<file path="config.mk">
export PLATFORM = sky130hd
export DESIGN_NAME = utf16_to_code_point_decoder_core
export DESIGN_NICKNAME = d
export VERILOG_FILES = /design/src/hdl/u16d_pkg.sv /design/src/hdl/u16d_front.sv /design/src/hdl/u16d_queue.sv /design/src/hdl/u16d_back.sv /design/src/hdl/utf16_to_code_point_decoder_core.sv
export SDC_FILE = /design/constraint.sdc
export NUM_CORES = 1
export LEC_CHECK = 0
export BUFFER_PORTS_ARGS = -buffer_cell sky130_fd_sc_hd__buf_4
export CAP_MARGIN = 5
export CORE_ASPECT_RATIO = 0.7
export CORE_MARGIN = 3
export CORE_UTILIZATION = 51
export CTS_CLUSTER_DIAMETER = 60
export DETAILED_ROUTE_END_ITERATION = 12
export PLACE_DENSITY = 0.69
export SLEW_MARGIN = 10
export SYNTH_ARGS = -nofsm -noshare
export SYNTH_HDL_FRONTEND = slang
export SYNTH_SLANG_ARGS = --single-unit
</file>
<file path="constraint.sdc">
create_clock -name clk -period 3.2 [get_ports clk]
set_input_delay 0.64 -clock clk [delete_from_list [all_inputs] [get_ports clk]]
set_output_delay 0.64 -clock clk [all_outputs]
set_load 0.05 [all_outputs]
</file>
<file path="src/hdl/u16d_pkg.sv">
// Shared types, constants and classification helpers for the UTF-16 decoder.
package u16d_pkg;

  localparam logic [15:0] HIGH_BASE = 16'hD800;
  localparam logic [15:0] LOW_BASE  = 16'hDC00;
  localparam logic [15:0] SURR_END  = 16'hE000;
  localparam logic [20:0] PLANE_ONE = 21'h10000;

  localparam int QUEUE_DEPTH = 4;
  localparam int QUEUE_IDX_W = $clog2(QUEUE_DEPTH);
  localparam int QUEUE_CNT_W = $clog2(QUEUE_DEPTH + 1);

  typedef struct packed {
    logic [15:0] code_unit;
    logic        stream_end;
  } unit_word_t;

  typedef struct packed {
    logic [20:0] code_point;
    logic        from_pair;
    logic        run_last;
    logic        output_end;
  } cp_word_t;

  // Work for the back end: one result (point_a), or two results
  // (point_a, then unit_b unchanged).
  typedef struct packed {
    logic        two;
    logic [20:0] point_a;
    logic        pair_a;
    logic [15:0] unit_b;
    logic        stream_end;
  } job_t;

  function automatic logic is_high(input logic [15:0] u);
    return (u >= HIGH_BASE) && (u < LOW_BASE);
  endfunction

  function automatic logic is_low(input logic [15:0] u);
    return (u >= LOW_BASE) && (u < SURR_END);
  endfunction

endpackage

</file>
<file path="src/hdl/u16d_front.sv">
// Front end: accepts code units, tracks the pending high surrogate and builds jobs.
module u16d_front (
  input  logic              clk,
  input  logic              rst,
  input  logic              unit_valid,
  output logic              unit_ready,
  input  u16d_pkg::unit_word_t unit_word,
  input  logic              queue_full,
  output logic              push,
  output u16d_pkg::job_t    job
);
  import u16d_pkg::*;

  logic       pending;
  logic       pending_next;
  logic [9:0] pending_bits;
  logic [9:0] pending_bits_next;
  logic       accept;
  logic       hi;
  logic       lo;
  logic       last;
  logic [15:0] u;
  logic [20:0] pair_point;
  logic [20:0] held_point;

  assign unit_ready = !queue_full;
  assign accept     = unit_valid && unit_ready;
  assign u          = unit_word.code_unit;
  assign last       = unit_word.stream_end;
  assign hi         = is_high(u);
  assign lo         = is_low(u);
  assign pair_point = {1'b0, pending_bits, u[9:0]} + PLANE_ONE;
  assign held_point = {5'b0, HIGH_BASE | {6'b0, pending_bits}};

  always_comb begin
    push              = 1'b0;
    job.two           = 1'b0;
    job.point_a       = {5'b0, u};
    job.pair_a        = 1'b0;
    job.unit_b        = u;
    job.stream_end    = last;
    pending_next      = pending;
    pending_bits_next = pending_bits;
    if (accept) begin
      pending_next      = hi && !last;
      pending_bits_next = u[9:0];
      if (pending && lo) begin
        push        = 1'b1;
        job.point_a = pair_point;
        job.pair_a  = 1'b1;
      end else if (pending) begin
        push        = 1'b1;
        job.point_a = held_point;
        job.two     = !(hi && !last);
      end else begin
        push = !(hi && !last);
      end
    end
  end

  always_ff @(posedge clk) begin
    if (rst) begin
      pending      <= 1'b0;
      pending_bits <= '0;
    end else begin
      pending      <= pending_next;
      pending_bits <= pending_bits_next;
    end
  end

endmodule

</file>
<file path="src/hdl/u16d_queue.sv">
// Short job queue between the front end and the back end.
module u16d_queue (
  input  logic           clk,
  input  logic           rst,
  input  logic           push,
  input  u16d_pkg::job_t push_job,
  output logic           full,
  input  logic           pop,
  output logic           head_valid,
  output u16d_pkg::job_t head_job
);
  import u16d_pkg::*;

  job_t                   entries [QUEUE_DEPTH];
  logic [QUEUE_IDX_W-1:0] wr_ptr;
  logic [QUEUE_IDX_W-1:0] rd_ptr;
  logic [QUEUE_CNT_W-1:0] count;
  logic                   do_push;
  logic                   do_pop;

  assign full       = count == QUEUE_CNT_W'(QUEUE_DEPTH);
  assign head_valid = count != '0;
  assign head_job   = entries[rd_ptr];
  assign do_push    = push && !full;
  assign do_pop     = pop && head_valid;

  always_ff @(posedge clk) begin
    if (do_push) begin
      entries[wr_ptr] <= push_job;
    end
  end

  always_ff @(posedge clk) begin
    if (rst) begin
      wr_ptr <= '0;
      rd_ptr <= '0;
      count  <= '0;
    end else begin
      if (do_push) begin
        wr_ptr <= wr_ptr + 1'b1;
      end
      if (do_pop) begin
        rd_ptr <= rd_ptr + 1'b1;
      end
      if (do_push && !do_pop) begin
        count <= count + 1'b1;
      end else if (do_pop && !do_push) begin
        count <= count - 1'b1;
      end
    end
  end

endmodule

</file>
<file path="src/hdl/u16d_back.sv">
// Back end: expands each job into one or two result words in an output register.
module u16d_back (
  input  logic               clk,
  input  logic               rst,
  input  logic               head_valid,
  input  u16d_pkg::job_t     head_job,
  output logic               pop,
  output logic               cp_valid,
  input  logic               cp_ready,
  output u16d_pkg::cp_word_t cp_word
);
  import u16d_pkg::*;

  logic     phase;
  logic     phase_next;
  logic     cp_valid_next;
  cp_word_t cp_word_next;
  logic     load;
  logic     first_of_two;

  assign load         = !cp_valid || cp_ready;
  assign first_of_two = head_job.two && !phase;

  always_comb begin
    pop           = 1'b0;
    phase_next    = phase;
    cp_valid_next = cp_valid;
    cp_word_next  = cp_word;
    if (load) begin
      cp_valid_next = head_valid;
      if (head_valid) begin
        if (first_of_two) begin
          phase_next              = 1'b1;
          cp_word_next.code_point = head_job.point_a;
          cp_word_next.from_pair  = 1'b0;
          cp_word_next.run_last   = 1'b0;
          cp_word_next.output_end = 1'b0;
        end else begin
          pop                     = 1'b1;
          phase_next              = 1'b0;
          cp_word_next.code_point = phase ? {5'b0, head_job.unit_b} : head_job.point_a;
          cp_word_next.from_pair  = phase ? 1'b0 : head_job.pair_a;
          cp_word_next.run_last   = 1'b1;
          cp_word_next.output_end = head_job.stream_end;
        end
      end
    end
  end

  always_ff @(posedge clk) begin
    if (rst) begin
      phase    <= 1'b0;
      cp_valid <= 1'b0;
    end else begin
      phase    <= phase_next;
      cp_valid <= cp_valid_next;
    end
  end

  always_ff @(posedge clk) begin
    cp_word <= cp_word_next;
  end

endmodule

</file>
<file path="src/hdl/utf16_to_code_point_decoder_core.sv">
// Top level of the UTF-16 surrogate pair decoder.
//
//   channel   direction  handshake              word
//   unit      in         unit_valid/unit_ready  unit_word (code_unit, stream_end)
//   cp        out        cp_valid/cp_ready      cp_word (code_point, from_pair, run_last,
//                                               output_end)
//
// The back end sends one word per cycle while cp_ready allows it, so an item with two
// results gives two words in turn and one with none gives no word.
// An accepted unit's job is registered in the four-entry queue, then in the output register.
// Reset clears the pending surrogate, empties the queue and clears cp_valid; cp_word is not reset.
// The front end stalls only when the queue is full; the back end stalls on cp_ready.
module utf16_to_code_point_decoder_core (
  input  logic                 clk,
  input  logic                 rst,
  input  logic                 unit_valid,
  output logic                 unit_ready,
  input  u16d_pkg::unit_word_t unit_word,
  output logic                 cp_valid,
  input  logic                 cp_ready,
  output u16d_pkg::cp_word_t   cp_word
);
  import u16d_pkg::*;

  logic queue_full;
  logic push;
  job_t push_job;
  logic pop;
  logic head_valid;
  job_t head_job;

  u16d_front u_front (
    .clk        (clk),
    .rst        (rst),
    .unit_valid (unit_valid),
    .unit_ready (unit_ready),
    .unit_word  (unit_word),
    .queue_full (queue_full),
    .push       (push),
    .job        (push_job)
  );

  u16d_queue u_queue (
    .clk        (clk),
    .rst        (rst),
    .push       (push),
    .push_job   (push_job),
    .full       (queue_full),
    .pop        (pop),
    .head_valid (head_valid),
    .head_job   (head_job)
  );

  u16d_back u_back (
    .clk        (clk),
    .rst        (rst),
    .head_valid (head_valid),
    .head_job   (head_job),
    .pop        (pop),
    .cp_valid   (cp_valid),
    .cp_ready   (cp_ready),
    .cp_word    (cp_word)
  );

  a_end_is_last: assert property (@(posedge clk) disable iff (rst)
    cp_valid && cp_word.output_end |-> cp_word.run_last)
    else $error("Stream end word is not the last word of its item.");

  a_pair_range: assert property (@(posedge clk) disable iff (rst)
    cp_valid && cp_word.from_pair |-> (cp_word.code_point[20:16] != 5'd0) &&
      (cp_word.code_point <= 21'h10FFFF))
    else $error("Combined code point out of the supplementary range.");

  a_unpaired_range: assert property (@(posedge clk) disable iff (rst)
    cp_valid && !cp_word.from_pair |-> cp_word.code_point[20:16] == 5'd0)
    else $error("Unpaired word wider than one code unit.");

  a_push_has_room: assert property (@(posedge clk) disable iff (rst)
    push |-> !queue_full)
    else $error("Job pushed into a full queue.");

endmodule
</file>
==> impl_metrics.env <==
export IMPL_tns_ps=0
export IMPL_die_x_microns=157
export IMPL_fp_dieH_microns=112
export IMPL_hold_ws_ps=384
export IMPL_grt_use_met2=0.263
export IMPL_post_dp_hpwl_microns=9200
export IMPL_cts_tree="yes"
export IMPL_worstPathArrival_ps=3080
export IMPL_clk_pin_slew_ps=60
export IMPL_numCtsBuffers=20
export IMPL_max_freq_ghz=0.375
export IMPL_worstPathRequired_ps=3610
export IMPL_dieArea_sq_um=17500
export IMPL_critPathMaxStageDelay_ps=530
export IMPL_synthesis_nets=457
export IMPL_postCtsSetupBuffers=0
export IMPL_postSynthCellCount=429
export IMPL_routed_wl_microns=15200
export IMPL_grt_pass1_wl_microns=23700
export IMPL_final_cell_count_no_fill=699
export IMPL_vias=4031
export IMPL_outcome="finished clean"
export IMPL_period_minus_slack_ps=2670
export IMPL_path_max_fanout=12
export IMPL_cts_resized=0
export IMPL_cts_sinks=206
export IMPL_cts_buffer_depth=3
export IMPL_num_antenna_cells=0
export IMPL_synth_seq_cells=206
export IMPL_synth_edf_count=184
export IMPL_ir_worst_vdd_uv=600
export IMPL_hold_path_class="primary input to register"
export IMPL_cp_end_kind="register"
export IMPL_yosysWarnings=0
export IMPL_syn_area_per_cell_sq_um=18.9
export IMPL_drtIter0Drc=275
export IMPL_cap_viol_max_count=0
export IMPL_gr_usage_met3=0.0381
export IMPL_grt_start_max_net_pins=31
export IMPL_tightest_slew_ps=696
export IMPL_start_util=0.537
export IMPL_drc=0
export IMPL_port_buffers=46
export IMPL_crit_path_start_kind="register"
export IMPL_placementRows=37
export IMPL_hold_viol_final=0
export IMPL_finClkSkew_ps=12.6
export IMPL_drtAntennaViolNets=0
export IMPL_async_flop_share=0
export IMPL_grtUsageMet1=0.268
export IMPL_wl_per_cell_microns=21.7
export IMPL_grt_busiest_layer="met1"
export IMPL_final_util=0.620
export IMPL_io_pins=47
export IMPL_syn_cell_area_sq_um=8120
export IMPL_clk_insertion_delay_late_ps=480
export IMPL_slew_headroom=0.535
export IMPL_drive_gt1_frac=0.329
export IMPL_post_place_cells=663
export IMPL_grt_overflow=0
export IMPL_final_period_utilization=0.833
export IMPL_antenna_found_initial=0
export IMPL_h_tree_depth=1
export IMPL_place_gp_congestion=0.797
export IMPL_ys_types=43
export IMPL_crit_path_frequent_cell="inv_1"
export IMPL_rsz0062_at_grt="no"
export IMPL_path_cells="or2_2 > o22ai_2 > inv_1 > nand2_1 > ha_1 > inv_1 > fa_1 > xor2_1 > or3_1 > a21oi_1"
export IMPL_ys_flop_type="edfxtp_1"
export IMPL_finalSetupViolations=0
export IMPL_placeableCoreArea_sq_um=15100
export IMPL_grt_pass1_vias=4100
export IMPL_p_leak_nw=3.17
export IMPL_setup_worst_path_class="register to register"
export IMPL_synthToLayoutAreaGrowth_pct=15.6
export IMPL_layout_commonest_cell="edfxtp_1"
export IMPL_grt_usage=0.177
export IMPL_critical_path_slowest_cell="dfxtp_1"
export IMPL_avgViaCountPerCell=5.77
export IMPL_p_per_area_nw_per_um2=884
export IMPL_fin_nets=518
export IMPL_cts_hold_buf=0
export IMPL_drv_slew=0
export IMPL_final_cell_mix="edfxtp_1 (184), buf_4 (55), mux4_2 (39)"
export IMPL_first_pass_iters=5
export IMPL_root_buffer="clkbuf_16"
export IMPL_synth_seq_area_share=0.734
-- stage by stage --
step	worst slack (ps)	total power, W	area (sq um)
final	535	0.00830	9390
after CTS	506	0.00840	9390
after detailed placement	583	0.00607	8740
after floorplan	571	0.00542	8120
after global routing	267	0.00867	9390
after global placement	674	0.00604	8740
-- critical path: cells and delay by family, from the launching register on --
kind | cells | cell delay (ps)
AOI/OAI and AO/OA | 2 | 380
xor gates and xnor gates | 1 | 180
adders and majority gates | 2 | 550
buffers and inverters | 2 | 160
DFF | 1 | 530
and+or+nand+nor | 3 | 800
-- final cells by class --
type                            instances  area (sq um)
Clock buffer                           28           562
Clock inverter                          8          88.8
Fill cell                            1064          5750
Inverter                                7          26.3
Multi-Input combinational cell        196          2010
Sequential cell                       206          5970
Tap cell                              195           244
Timing Repair Buffer                   59           493
-- state kept, by name (all words and copies together), names as in the netlist, named ones only --
signal / flops
u_front.pending: 1
u_queue.rd_ptr: 2
u_queue.count: 3
u_back.cp_word: 24
u_back.phase: 1
u_queue.entries: 160
u_queue.wr_ptr: 2
u_back.cp_valid: 1
u_front.pending_bits: 10
-- where the power goes --
group / internal [W] / switching (W) / total [W]
clock network: 0.00139 / 0.000919 / 0.00231
logic: 0.000959 / 0.00141 / 0.00237
registers: 0.00343 / 0.000191 / 0.00362
-- path summary, 6_finish.rpt --
check                                             from                                   end  slack [ps]  depth (start not counted)
setup / recovery             u_back.phase$_SDFFE_PP0P_         u_queue.count[2]$_SDFFE_PP0P_         530                         10
setup reg to reg             u_back.phase$_SDFFE_PP0P_         u_queue.count[2]$_SDFFE_PP0P_         530                         10
hold reg to reg   u_front.pending_bits[1]$_SDFFE_PP0P_  u_front.pending_bits[1]$_SDFFE_PP0P_         480                          2
hold / removal                            unit_word[9]       u_queue.entries[2][9]$_DFFE_PP_         380                          1
-- metal layers --
layer  vias to the layer above  part of all wire
met5                         -                 0
met4                         0             0.023
met3                        28             0.067
met2                       133              0.45
met1                      2064              0.46
li1                       1806                 -
-- kinds of logic (layout without fill, tap and decap cells) --
| kind of cell | Yosys count | count (layout) | synth area share |
|---|---|---|---|
| flip-flops | 206 | 206 | 0.734 |
| AND/OR/NAND/NOR | 87 | 87 | 0.0564 |
| multiplexers | 69 | 69 | 0.155 |
| AO/OA/AOI/OAI | 29 | 29 | 0.0188 |
| buffers and inverters | 27 | 102 | 0.0191 |
| adder cells (fa/ha/maj) | 7 | 7 | 0.0117 |
| XOR/XNOR | 4 | 4 | 0.00431 |
-- synth_stat cells, types with 4 or more instances --
| cell type | instances | area, sq um |
|---|---|---|
| clkbuf_1 | 9 | 33.8 |
| ha_1 | 6 | 75.1 |
| nor2_1 | 15 | 56.3 |
| nor2b_1 | 6 | 37.5 |
| nand2_1 | 30 | 113 |
| o21ai_0 | 6 | 30.0 |
| mux4_2 | 39 | 878 |
| and3_1 | 4 | 25.0 |
| edfxtp_1 | 184 | 5530 |
| a21oi_1 | 21 | 105 |
| dfxtp_1 | 22 | 440 |
| nor3_1 | 4 | 20.0 |
| inv_1 | 5 | 18.8 |
| mux2_2 | 16 | 180 |
| nand3_1 | 8 | 40.0 |
| mux2_4 | 10 | 150 |
| or3_1 | 4 | 25.0 |
Power figures use the tool's default switching activity.
